===== config.mk =====
export PLATFORM = sky130hd
export DESIGN_NAME = control_transfer_trb_producer_unit
export DESIGN_NICKNAME = d
export VERILOG_FILES = /design/src/hw/rtl/ctp_pkg.sv /design/src/hw/rtl/ctp_req_stage.sv /design/src/hw/rtl/ctp_entry_gen.sv /design/src/hw/rtl/ctp_rsp_stage.sv /design/src/hw/rtl/control_transfer_trb_producer_unit.sv
export SDC_FILE = /design/constraint.sdc
export NUM_CORES = 1
export LEC_CHECK = 0
export BUFFER_PORTS_ARGS = -buffer_cell sky130_fd_sc_hd__buf_4
export CAP_MARGIN = 20
export CORE_MARGIN = 2
export CORE_UTILIZATION = 52
export CTS_CLUSTER_SIZE = 30
export DETAILED_ROUTE_END_ITERATION = 12
export GPL_TIMING_DRIVEN = 0
export PLACE_DENSITY = 0.8
export SYNTH_ARGS = -nofsm -noshare
export SYNTH_HDL_FRONTEND = slang
export SYNTH_SLANG_ARGS = --single-unit

===== constraint.sdc =====
create_clock -name clock -period 13.4 [get_ports clock]
set_clock_uncertainty 0.15 [all_clocks]
set_input_delay 2.01 -clock clock [delete_from_list [all_inputs] [get_ports clock]]
set_output_delay 2.01 -clock clock [all_outputs]
set_load 0.02 [all_outputs]

===== src/hw/rtl/ctp_pkg.sv =====
// Shared types and constants for the control transfer TRB producer.
// Used by every module under hw/rtl; depends on nothing.
package ctp_pkg;

   localparam int RING_ENTRIES_DEFAULT = 256;

   // Addresses at or above this base are kernel virtual
   localparam logic [63:0] KERNEL_OFFSET = 64'hFFFF_FFFF_8000_0000;

   // TRB type codes, control word bits 15:10
   localparam logic [5:0] TRB_SETUP  = 6'd2;
   localparam logic [5:0] TRB_DATA   = 6'd3;
   localparam logic [5:0] TRB_STATUS = 6'd4;
   localparam logic [5:0] TRB_LINK   = 6'd6;

   // Control word flags
   localparam logic [31:0] CTRL_TOGGLE_CYCLE = 32'h0000_0002;
   localparam logic [31:0] CTRL_IOC          = 32'h0000_0020;
   localparam logic [31:0] CTRL_IDT          = 32'h0000_0040;

   // Setup stage transfer type, control word bits 17:16
   localparam logic [1:0] TRT_NO_DATA = 2'd0;
   localparam logic [1:0] TRT_OUT     = 2'd2;
   localparam logic [1:0] TRT_IN      = 2'd3;

   localparam logic [31:0] SETUP_TRB_LENGTH = 32'd8;

   typedef struct packed {
      logic [31:0] setup_low;
      logic [31:0] setup_high;
      logic [63:0] data_address;
      logic        direction_in;
      logic [7:0]  slot_number;
   } req_type;

   typedef struct packed {
      logic [7:0]  entry_index;
      logic [31:0] param_low_word;
      logic [31:0] param_high_word;
      logic [31:0] status_word;
      logic [31:0] control_word;
      logic        last_in_run;
      logic [7:0]  doorbell_slot;
   } entry_type;

endpackage


===== src/hw/rtl/ctp_req_stage.sv =====
// Request input register: holds one control request until its last beat is issued.
// Depends on ctp_pkg.
module ctp_req_stage (
   input  logic             clock,
   input  logic             reset,
   input  logic             req_valid,
   output logic             req_ready,
   input  ctp_pkg::req_type req_item,
   input  logic             item_pop,
   output logic             item_valid,
   output ctp_pkg::req_type item
);

   logic             held_ff;
   logic             held_in;
   ctp_pkg::req_type item_ff;

   // Take a new beat when empty or when the held request leaves this cycle
   assign req_ready = !held_ff || item_pop;

   always_comb begin
      held_in = held_ff;
      if (req_valid && req_ready) begin
         held_in = 1'b1;
      end else if (item_pop) begin
         held_in = 1'b0;
      end
   end

   always_ff @(posedge clock) begin
      if (reset) begin
         held_ff <= 1'b0;
      end else begin
         held_ff <= held_in;
      end
   end

   always_ff @(posedge clock) begin
      if (req_valid && req_ready) begin
         item_ff <= req_item;
      end
   end

   assign item_valid = held_ff;
   assign item       = item_ff;

endmodule


===== src/hw/rtl/ctp_entry_gen.sv =====
// Ring entry sequencer: keeps the write index, cycle bit and ring base, and
// forms one TRB per unstalled cycle from the held request. Depends on ctp_pkg.
module ctp_entry_gen #(
   parameter int RING_ENTRIES = ctp_pkg::RING_ENTRIES_DEFAULT
) (
   input  logic               clock,
   input  logic               reset,
   input  logic               csr_wr_en,
   input  logic [63:0]        csr_wr_data,
   input  logic               item_valid,
   input  ctp_pkg::req_type   item,
   input  logic               beat_ready,
   output logic               beat_valid,
   output ctp_pkg::entry_type beat,
   output logic               item_pop
);

   localparam int IDX_W = $clog2(RING_ENTRIES);
   localparam logic [IDX_W-1:0] WRAP_AT  = IDX_W'(RING_ENTRIES - 3);
   localparam logic [IDX_W-1:0] LAST_IDX = IDX_W'(RING_ENTRIES - 1);
   localparam logic [IDX_W-1:0] IDX_ONE  = IDX_W'(1);

   localparam logic [1:0] PH_START  = 2'd0;
   localparam logic [1:0] PH_DATA   = 2'd1;
   localparam logic [1:0] PH_STATUS = 2'd2;

   localparam logic [1:0] KIND_LINK   = 2'd0;
   localparam logic [1:0] KIND_SETUP  = 2'd1;
   localparam logic [1:0] KIND_DATA   = 2'd2;
   localparam logic [1:0] KIND_STATUS = 2'd3;

   logic [63:0]      ring_base_ff;
   logic [IDX_W-1:0] write_index_ff;
   logic [IDX_W-1:0] write_index_in;
   logic             cycle_ff;
   logic             cycle_in;
   logic [1:0]       phase_ff;
   logic [1:0]       phase_in;

   logic             fire;
   logic [1:0]       kind;
   logic [15:0]      wlength;
   logic             has_data;
   logic [1:0]       trt;
   logic             status_in_dir;
   logic [63:0]      data_addr;
   logic [63:0]      param;
   logic [31:0]      cycle_bit;
   logic [IDX_W+7:0] index_ext;

   assign wlength   = item.setup_high[31:16];
   assign has_data  = (wlength != 16'd0);
   assign fire      = item_valid && beat_ready;
   assign cycle_bit = {31'd0, cycle_ff};
   assign index_ext = {8'd0, write_index_ff};

   always_comb begin
      case (phase_ff)
         PH_START:  kind = (write_index_ff >= WRAP_AT) ? KIND_LINK : KIND_SETUP;
         PH_DATA:   kind = KIND_DATA;
         PH_STATUS: kind = KIND_STATUS;
         default:   kind = KIND_STATUS;
      endcase
   end

   always_comb begin
      if (!has_data) begin
         trt = ctp_pkg::TRT_NO_DATA;
      end else if (item.direction_in) begin
         trt = ctp_pkg::TRT_IN;
      end else begin
         trt = ctp_pkg::TRT_OUT;
      end
   end

   assign status_in_dir = !has_data || !item.direction_in;
   assign data_addr     = (item.data_address >= ctp_pkg::KERNEL_OFFSET) ?
                          item.data_address - ctp_pkg::KERNEL_OFFSET : item.data_address;

   always_comb begin
      beat.entry_index   = index_ext[7:0];
      beat.status_word   = 32'd0;
      beat.last_in_run   = 1'b0;
      beat.doorbell_slot = 8'd0;
      param              = 64'd0;
      case (kind)
         KIND_LINK: begin
            param             = ring_base_ff;
            beat.control_word = (32'(ctp_pkg::TRB_LINK) << 10) | ctp_pkg::CTRL_TOGGLE_CYCLE
                                | cycle_bit;
         end
         KIND_SETUP: begin
            param             = {item.setup_high, item.setup_low};
            beat.status_word  = ctp_pkg::SETUP_TRB_LENGTH;
            beat.control_word = (32'(ctp_pkg::TRB_SETUP) << 10) | (32'(trt) << 16)
                                | ctp_pkg::CTRL_IDT | cycle_bit;
         end
         KIND_DATA: begin
            param             = data_addr;
            beat.status_word  = {16'd0, wlength};
            beat.control_word = (32'(ctp_pkg::TRB_DATA) << 10)
                                | (32'(item.direction_in) << 16) | cycle_bit;
         end
         default: begin
            beat.last_in_run   = 1'b1;
            beat.doorbell_slot = item.slot_number;
            beat.control_word  = (32'(ctp_pkg::TRB_STATUS) << 10)
                                 | (32'(status_in_dir) << 16) | ctp_pkg::CTRL_IOC | cycle_bit;
         end
      endcase
      beat.param_low_word  = param[31:0];
      beat.param_high_word = param[63:32];
   end

   assign beat_valid = item_valid;
   assign item_pop   = fire && (kind == KIND_STATUS);

   always_comb begin
      write_index_in = write_index_ff;
      cycle_in       = cycle_ff;
      phase_in       = phase_ff;
      if (fire) begin
         case (kind)
            KIND_LINK: begin
               // wrap and flip; stay in start, the setup entry follows
               write_index_in = '0;
               cycle_in       = !cycle_ff;
            end
            KIND_SETUP: begin
               write_index_in = write_index_ff + IDX_ONE;
               phase_in       = has_data ? PH_DATA : PH_STATUS;
            end
            KIND_DATA: begin
               write_index_in = write_index_ff + IDX_ONE;
               phase_in       = PH_STATUS;
            end
            default: begin
               write_index_in = write_index_ff + IDX_ONE;
               phase_in       = PH_START;
            end
         endcase
      end
   end

   always_ff @(posedge clock) begin
      if (reset) begin
         write_index_ff <= '0;
         cycle_ff       <= 1'b1;
         phase_ff       <= PH_START;
         ring_base_ff   <= 64'd0;
      end else begin
         write_index_ff <= write_index_in;
         cycle_ff       <= cycle_in;
         phase_ff       <= phase_in;
         if (csr_wr_en) begin
            ring_base_ff <= csr_wr_data;
         end
      end
   end

`ifndef ASSERT_OFF
   a_index_in_ring: assert property (@(posedge clock) disable iff (reset)
      write_index_ff <= LAST_IDX)
      else $error("write index past ring end");

   a_link_wraps: assert property (@(posedge clock) disable iff (reset)
      fire && (kind == KIND_LINK) |=> (write_index_ff == '0) && (cycle_ff != $past(cycle_ff)))
      else $error("link entry did not wrap index and flip cycle");

   a_data_needs_length: assert property (@(posedge clock) disable iff (reset)
      fire && (kind == KIND_DATA) |-> has_data)
      else $error("data entry issued with zero wLength");

   a_setup_not_last: assert property (@(posedge clock) disable iff (reset)
      fire && (kind == KIND_SETUP) |=> (phase_ff != PH_START) && item_valid)
      else $error("request left before its status entry");
`endif

endmodule


===== src/hw/rtl/ctp_rsp_stage.sv =====
// Result output register: holds one ring entry beat until the consumer takes it.
// Depends on ctp_pkg.
module ctp_rsp_stage (
   input  logic               clock,
   input  logic               reset,
   input  logic               beat_valid,
   input  ctp_pkg::entry_type beat,
   output logic               beat_ready,
   output logic               rsp_valid,
   input  logic               rsp_ready,
   output ctp_pkg::entry_type rsp_entry
);

   logic               valid_ff;
   logic               valid_in;
   ctp_pkg::entry_type entry_ff;

   // Load when empty or when the current beat drains this cycle
   assign beat_ready = !valid_ff || rsp_ready;

   always_comb begin
      valid_in = valid_ff;
      if (beat_valid && beat_ready) begin
         valid_in = 1'b1;
      end else if (rsp_ready) begin
         valid_in = 1'b0;
      end
   end

   always_ff @(posedge clock) begin
      if (reset) begin
         valid_ff <= 1'b0;
      end else begin
         valid_ff <= valid_in;
      end
   end

   always_ff @(posedge clock) begin
      if (beat_valid && beat_ready) begin
         entry_ff <= beat;
      end
   end

   assign rsp_valid = valid_ff;
   assign rsp_entry = entry_ff;

endmodule


===== src/hw/rtl/control_transfer_trb_producer_unit.sv =====
// Top level of the control transfer TRB producer for an endpoint-0 transfer ring.
// Depends on ctp_pkg, ctp_req_stage, ctp_entry_gen and ctp_rsp_stage.
//
//   channel | ports  | dir | contents
//   --------+--------+-----+---------------------------------------------
//   request | req_*  | in  | setup words, data address, direction, slot
//   result  | rsp_*  | out | one TRB per beat, doorbell on the last beat
//   config  | csr_*  | in  | ring base address, written on csr_wr_en
//
// A request yields two to four result beats (link if near the ring end, setup,
// data if wLength is nonzero, status), one beat per cycle into the output register
// when rsp_ready does not stall it.
// The first beat is formed from the held request and then registered for output.
// Synchronous reset clears the write index to 0 and sets the cycle bit.
// A stalled rsp_ready holds the current beat and, once the request register is
// busy, deasserts req_ready.
module control_transfer_trb_producer_unit #(
   parameter int RING_ENTRIES = ctp_pkg::RING_ENTRIES_DEFAULT
) (
   input  logic        clock,
   input  logic        reset,
   input  logic        csr_wr_en,
   input  logic [63:0] csr_wr_data,
   input  logic        req_valid,
   output logic        req_ready,
   input  logic [31:0] req_setup_low,
   input  logic [31:0] req_setup_high,
   input  logic [63:0] req_data_address,
   input  logic        req_direction_in,
   input  logic [7:0]  req_slot_number,
   output logic        rsp_valid,
   input  logic        rsp_ready,
   output logic [7:0]  rsp_entry_index,
   output logic [31:0] rsp_param_low_word,
   output logic [31:0] rsp_param_high_word,
   output logic [31:0] rsp_status_word,
   output logic [31:0] rsp_control_word,
   output logic        rsp_last_in_run,
   output logic [7:0]  rsp_doorbell_slot
);

   ctp_pkg::req_type   req_item;
   ctp_pkg::req_type   item;
   ctp_pkg::entry_type beat;
   ctp_pkg::entry_type rsp_entry;
   logic               item_valid;
   logic               item_pop;
   logic               beat_valid;
   logic               beat_ready;

   assign req_item.setup_low    = req_setup_low;
   assign req_item.setup_high   = req_setup_high;
   assign req_item.data_address = req_data_address;
   assign req_item.direction_in = req_direction_in;
   assign req_item.slot_number  = req_slot_number;

   ctp_req_stage u_req_stage (
      .clock      (clock),
      .reset      (reset),
      .req_valid  (req_valid),
      .req_ready  (req_ready),
      .req_item   (req_item),
      .item_pop   (item_pop),
      .item_valid (item_valid),
      .item       (item)
   );

   ctp_entry_gen #(
      .RING_ENTRIES (RING_ENTRIES)
   ) u_entry_gen (
      .clock       (clock),
      .reset       (reset),
      .csr_wr_en   (csr_wr_en),
      .csr_wr_data (csr_wr_data),
      .item_valid  (item_valid),
      .item        (item),
      .beat_ready  (beat_ready),
      .beat_valid  (beat_valid),
      .beat        (beat),
      .item_pop    (item_pop)
   );

   ctp_rsp_stage u_rsp_stage (
      .clock      (clock),
      .reset      (reset),
      .beat_valid (beat_valid),
      .beat       (beat),
      .beat_ready (beat_ready),
      .rsp_valid  (rsp_valid),
      .rsp_ready  (rsp_ready),
      .rsp_entry  (rsp_entry)
   );

   assign rsp_entry_index     = rsp_entry.entry_index;
   assign rsp_param_low_word  = rsp_entry.param_low_word;
   assign rsp_param_high_word = rsp_entry.param_high_word;
   assign rsp_status_word     = rsp_entry.status_word;
   assign rsp_control_word    = rsp_entry.control_word;
   assign rsp_last_in_run     = rsp_entry.last_in_run;
   assign rsp_doorbell_slot   = rsp_entry.doorbell_slot;

endmodule


==> metrics.yaml, run 1 <==
detailed_routing:
  route.detailed.drc: 0
  vias: 8767
  drtIter0Drc: 727
  wl_per_cell_um: 21.2
  dr.pass1.iters: 7
  wirelength_um: 34300
  vias_per_cell: 5.43
  ant_nets: 0
global_route:
  grt_max_degree: 60
  grt_pass1_wl_um: 49100
  grt_pass1_vias: 8634
  grt_use_total: 0.268
  antenna_found_initial: 2
  grt_overflow: 0
power:
  power_switching_share: 0.262
  power.internal_mw: 1.89
  powerDensity_nw_per_um2: 156
  ir_drop_v: 0.000106
  p_leak_nw: 6.83
  p_sw_uw: 670
  seqPwrFrac: 0.475
  clkPwrFrac: 0.353
  pwr-share-comb: 0.172
die:
  die_area_sq_um: 24900
  dieWidth_um: 158
  core_sq_um: 23300
  initial_core_util: 0.527
  pin_count: 353
  rows: 56
  die_h_um: 158
timing:
  slew_headroom: 0.456
  setup_viol: 0
  maxSlewViolCount: 0
  fin_setup_tns_ns: 0
  hold_violations: 0
  layout_min_cycle_time_ns: 5.21
  worstMarginPinSlew_ns: 0.817
  clock.fmax_mhz: 192
  fin_crit_sh: 0.389
  rsz0062_at_grt: "false"
synthesis:
  synth_edf_count: 242
  syn-cell-area_sq_um: 12300
  ys_ff_latch: 319
  muxShareOfSynthArea: 0.0521
  synth_flop_cell: "edfxtp_1"
  synth_compound_area_frac: 0.0799
  synth.avg_cell_area_sq_um: 14.0
  synth_area_leaders: "edfxtp_1 (59%), dfxtp_1 (13%), mux2i_1 (5.2%), nor2_1 (3.7%), buf_4 (2.6%)"
  yosysUniqueCellTypes: 43
  yosysWarningCount: 0
  async_flop_share: 0
  netlist_instances: 877
  yosysSeqAreaShare: 0.717
  synthSimpleGateAreaFrac: 0.0837
  yosysTopAreaCell: "edfxtp_1"
  synthXorXnorAreaFrac: 0.00428
  synthAdderAreaFrac: 0.0102
  synth_top_area_frac: 0.591
  synth_top_family_by_area: "simple AND/OR/NAND/NOR gates"
final_layout:
  nets: 1485
  most-common-layout-cells: "buf_4 (354), edfxtp_1 (242), nor2_1 (120)"
  final_common_cell: "buf_4"
  synthToLayoutAreaGrowth_pct: 33.4
  fin_util: 0.703
  fin_cells: 1616
  drive_gt1_frac: 0.324
  final_area_sq_um: 16400
worst_setup_path:
  r2r_setup_slack_ns: 10.03
  slowest_delay_ns: 0.35
  path_buf_inv: 3
  timing.rr.end: "u_rsp_stage.rsp_entry[82]"
  crit_chain: "buf_4 -> nand2b_1 -> clkbuf_1 -> nand2_1 -> nand2_1 -> buf_4"
  cp-end-kind: "primary output"
  crit_fanout: 10
  r2r.worst_path.cells: 10
  crit_arrival_ns: 3.05
  slowest_stage: "clkbuf_1"
  crit_required_ns: 11.24
  critPathKind: "in -> out"
  r2r-start: "u_entry_gen.write_index_ff[0]"
  cpLargestDelayFamily: "buffers and inverters"
  startpoint_type: "input pin"
placement:
  place_area_sq_um: 15300
  dp.cells: 1551
  port_buffers: 311
  gp_congestion: 0.929
  dp_hpwl_um: 24900
hold_path:
  min_delay_worst_endpoint: "u_rsp_stage.rsp_entry[9]"
  hold-path-cell-count: 0
  hp-class: "reg -> reg"
  hold_start: "u_entry_gen.cycle_ff"
cts:
  cts_setup_buffers: 0
  cts_tree: "yes"
  cts_buffer_depth: 3
  clock-sinks: 319
  cts_root_buffer: "clkbuf_16"
  clk_latency_ns: 0.52
  path_clk_slew_ns: 0.06
  cts_resized: 0
  ctsHtreeMaxLevel: 2
  cts_hold_buf: 0
  numCtsBuffers: 35
job:
  cap_violations: 0
status:
  outcome: "finished clean"
synthesized netlist by cell type, drive strengths merged (2+ instances only):
| master | n |
|---|---|
| edfxtp | 242 |
| nor2 | 121 |
| dfxtp | 77 |
| mux2i | 64 |
| buf | 60 |
| nand2 | 45 |
| clkbuf | 34 |
| a222oi | 32 |
| and2 | 25 |
| inv | 25 |
| o21ai | 19 |
| a22oi | 17 |
| a31oi | 16 |
| o31ai | 16 |
| a22o | 15 |
| nand4 | 12 |
| ha | 10 |
| a21oi | 7 |
| nand3 | 6 |
| xor2 | 6 |
| nor4 | 5 |
| nand2b | 3 |
| a221oi | 2 |
| and3 | 2 |
| and4 | 2 |
| clkinv | 2 |
| or4 | 2 |
sequential cells by signal, indices dropped and copies added, names as in the netlist:
name and count:
u_entry_gen.cycle_ff 1, u_req_stage.item 137, u_rsp_stage.rsp_entry 105, u_entry_gen.write_index_ff 8
u_entry_gen.ring_base_ff 64, u_rsp_stage.rsp_valid 1, u_entry_gen.phase_ff 2, u_req_stage.item_valid 1
routing by layer:
| metal | track usage | vias up | part of all wire |
|---|---|---|---|
| met1 | 0.332 | 4228 | 0.37 |
| met2 | 0.447 | 497 | 0.49 |
| met4 | 0.108 | 0 | 0.036 |
| li1 | - | 3966 | - |
| met3 | 0.0739 | 76 | 0.11 |
| met5 | 0 | - | 0 |
layout make-up:
| cell class | instances | area [sq um] |
|---|---|---|
| antenna | 2 | 5.00 |
| buffer | 94 | 546 |
| clock buffer | 56 | 1010 |
| clock inverter | 7 | 72.6 |
| fill | 1614 | 6930 |
| inverter | 27 | 104 |
| multi-input combinational | 475 | 2990 |
| sequential | 319 | 8810 |
| tap | 319 | 399 |
| timing repair buffer | 317 | 2470 |
kinds of logic (layout without fill, tap and decap cells):
family	after synthesis	after routing
adder cells (fa/ha/maj)	10	10
XOR/XNOR	6	6
AO/OA/AOI/OAI	128	128
multiplexers	64	64
other	1	41
buffers and inverters	121	501
AND/OR/NAND/NOR	228	228
flip-flops	319	319
power by group through the flow:
stage                     clock network (mW)  registers, mW  logic (mW)
after global routing                   0.955           1.22       0.473
after floorplan                            0           1.28       0.196
after detailed placement                   0           1.23       0.437
after CTS                              0.916           1.21       0.439
final                                  0.903           1.22       0.441
after global placement                     0           1.25       0.415
per-stage QoR:
step	setup slack, ns	hold slack, ns	total power [mW]
2_1_floorplan	3.45	0.278	1.48
3_3_place_gp	0.226	0.289	1.67
3_5_place_dp	8.21	0.290	1.67
4_1_cts	8.20	0.317	2.57
5_1_grt	8.06	0.321	2.65
6_report	8.19	0.327	2.56
worst max-delay path by stage:
stage,endpoint,from,depth (start not counted)
5_1_grt,req_ready,rsp_ready,6
6_report,req_ready,rsp_ready,6
3_3_place_gp,u_req_stage.item[7],rsp_ready,5
4_1_cts,req_ready,rsp_ready,6
2_1_floorplan,u_req_stage.item[0],rsp_ready,4
3_5_place_dp,req_ready,rsp_ready,6
Power figures use the tool's default switching activity.
==> run 2: changes to the inputs <==
--- a/config.mk
+++ b/config.mk
@@ -8,11 +8,11 @@
 export BUFFER_PORTS_ARGS = -buffer_cell sky130_fd_sc_hd__buf_4
 export CAP_MARGIN = 20
 export CORE_MARGIN = 2
-export CORE_UTILIZATION = 52
+export CORE_UTILIZATION = 47
 export CTS_CLUSTER_SIZE = 30
 export DETAILED_ROUTE_END_ITERATION = 12
 export GPL_TIMING_DRIVEN = 0
-export PLACE_DENSITY = 0.8
+export PLACE_DENSITY = 0.76
 export SYNTH_ARGS = -nofsm -noshare
 export SYNTH_HDL_FRONTEND = slang
 export SYNTH_SLANG_ARGS = --single-unit
==> constraint.sdc (replaced) <==
create_clock -name clock -period 4.3 [get_ports clock]
set_clock_uncertainty 0.15 [all_clocks]
set_input_delay 0.645 -clock clock [delete_from_list [all_inputs] [get_ports clock]]
set_output_delay 0.645 -clock clock [all_outputs]
set_load 0.02 [all_outputs]
==> run 2 against run 1 <==
Net effect: design area up 0.21%; highest routed layer is now met5; first-iteration DRC count is 15% higher; combinational power rose to 3.1 times the previous value; core utilization fell by 6.7 points; count of clock-buffer cells in the layout shrank 9; flip-flop and latch count stayed put; critical path depth rose by 4; die area rose by 10%; critical path type is now reg -> reg; power grew to 3.1 times the previous value; hold slack worse by 0.18 ns.
==> metrics.yaml, run 2 (synthesized netlist as in run 1, its figures left out) <==
placement:
  gp_congestion: 0.841  # was 0.929
  dp_hpwl_um: 25100  # was 24900 um
  post-place-ws_ns: 0.948  # was 8.21 ns
  port_buffers: 311  # unchanged
  dp.cells: 1567  # was 1551
detailed_routing:
  wl_per_cell_um: 21.0  # was 21.2 um
  route.detailed.drc: 0  # unchanged
  vias: 8694  # was 8767
  ant_nets: 0  # unchanged
  drtIter0Drc: 835  # was 727
  dr.pass1.iters: 7  # unchanged
  vias_per_cell: 5.33  # was 5.43
  wirelength_um: 34200  # was 34300 um
die:
  die_h_um: 166  # was 158 um
  dieWidth_um: 166  # was 158 um
  rows: 59  # was 56
  initial_core_util: 0.476  # was 0.527
  die_area_sq_um: 27500  # was 24900 sq um
  core_sq_um: 25800  # was 23300 sq um
  pin_count: 353  # unchanged
hold_path:
  hold-path-cell-count: 1  # was 0
  hp-class: "in -> reg"  # was reg -> reg
final_layout:
  final_common_cell: "buf_4"  # unchanged
  fin_util: 0.636  # was 0.703
  nets: 1484  # was 1485
  most-common-layout-cells: "buf_4 (354), edfxtp_1 (242), nor2_1 (120)"  # unchanged
  synthToLayoutAreaGrowth_pct: 33.7  # was 33.4%
  fillCellCount: 1957  # was 1614
  fin_cells: 1631  # was 1616
  regArea_sq_um: 8810  # unchanged
  largest_register_ffs: 137  # unchanged
  multi_input_area_sq_um: 2990  # unchanged
  drive_gt1_frac: 0.327  # was 0.324
global_route:
  grt_overflow: 0  # unchanged
  antenna_found_initial: 3  # was 2
  grt_pass1_vias: 8710  # was 8634
  grt_use_total: 0.245  # was 0.268
  grt_pass1_wl_um: 51300  # was 49100 um
  grt_max_degree: 63  # was 60
cts:
  cts_tree: "yes"  # unchanged
  path_clk_slew_ns: 0.06  # about the same
  numCtsBuffers: 34  # was 35
  cts_resized: 0  # unchanged
  cts_hold_buf: 0  # unchanged
  cts_setup_buffers: 0  # unchanged
  ctsHtreeMaxLevel: 2  # unchanged
  cts_root_buffer: "clkbuf_16"  # unchanged
  cts_buffer_depth: 3  # unchanged
  clock-sinks: 319  # unchanged
  clk_latency_ns: 0.51  # was 0.52 ns
worst_setup_path:
  startpoint_type: "register"  # was input pin
  crit_arrival_ns: 3.58  # was 3.05 ns
  r2r.worst_path.cells: 10  # unchanged
  cp-end-kind: "register"  # was primary output
  critPathKind: "reg -> reg"  # was in -> out
  crit_required_ns: 4.48  # was 11.24 ns
  crit_fanout: 10  # unchanged
timing:
  hold_violations: 0  # unchanged
  rsz0062_at_grt: "false"  # unchanged
  clock.fmax_mhz: 294
  layout_min_cycle_time_ns: 3.40
  fin_crit_sh: 0.791
  maxSlewViolCount: 0  # unchanged
  worstMarginPinSlew_ns: 0.907  # was 0.817 ns
  worst_slack_ns: 0.899  # was 8.19 ns
  setup_viol: 0  # unchanged
  slew_headroom: 0.395  # was 0.456
power:
  p_leak_nw: 6.84  # was 6.83 nW
  pwr-share-comb: 0.170  # was 0.172
  powerDensity_nw_per_um2: 489  # was 156 nW/um^2
  clkPwrFrac: 0.359  # was 0.353
  ir_drop_v: 0.000383  # was 0.000106 V
  power_switching_share: 0.263  # was 0.262
  power.internal_mw: 5.92  # was 1.89 mW
  p_sw_mw: 2.12  # was 670 uW
  seqPwrFrac: 0.471  # was 0.475
job:
  cap_violations: 0  # unchanged
status:
  outcome: "finished clean"  # unchanged
run 2: per-stage QoR:
stage               hold slack, ns  instance area [sq um]  total power, mW  setup TNS, ns
finish                       0.150                  16400             8.04              0
global route                 0.138                  16400             8.32              0
CTS                          0.141                  16400             8.07              0
detailed placement           0.292                  15300             5.21              0
global placement             0.286                  15200             5.18        -218.07
floorplan                    0.278                  12400             4.58              0
run 2: final timing paths:
path                            startpoint                   endpoint  slack (ns)
max          u_entry_gen.write_index_ff[0]  u_rsp_stage.rsp_entry[90]        0.90
min                    req_data_address[6]       u_req_stage.item[15]        0.15
max reg2reg  u_entry_gen.write_index_ff[0]  u_rsp_stage.rsp_entry[90]        0.90
min reg2reg           u_entry_gen.cycle_ff   u_rsp_stage.rsp_entry[9]        0.32
run 2: metal layers:
metal / GRT usage / vias to the layer above / share of wire
met4: 0.0597 / 2 / 0.024
met1: 0.305 / 4132 / 0.38
met5: 0 / - / 0.00035
met3: 0.0700 / 63 / 0.10
li1: - / 3974 / -
met2: 0.425 / 523 / 0.49
run 2: critical path, stage by stage, from the launching register on:
cell and delay [ns]:
dfxtp_1 0.43, inv_1 0.10, ha_1 0.21, nor2b_1 0.12, o21ai_0 0.32, ha_1 0.34
clkbuf_1 0.60, buf_1 0.55, a22o_1 0.24, nand2_1 0.08, o31ai_1 0.09
run 2: area by class of cell:
| class | instances | area share |
|---|---|---|
| multi-input combinational | 475 | 0.182 |
| sequential | 319 | 0.536 |
| clock buffer | 47 | 0.0566 |
| clock inverter | 15 | 0.0101 |
| tap | 335 | 0.0255 |
| inverter | 27 | 0.00632 |
| buffer | 94 | 0.0332 |
| antenna | 2 | 0.000305 |
| timing repair buffer | 317 | 0.150 |
run 2: power by group through the flow:
stage          clock, mW  combinational, mW  sequential [mW]
2_1_floorplan          0              0.612             3.97
3_3_place_gp           0               1.31             3.87
3_5_place_dp           0               1.36             3.85
4_1_cts             2.91               1.37             3.79
5_1_grt             3.04               1.47             3.81
6_report            2.89               1.36             3.79
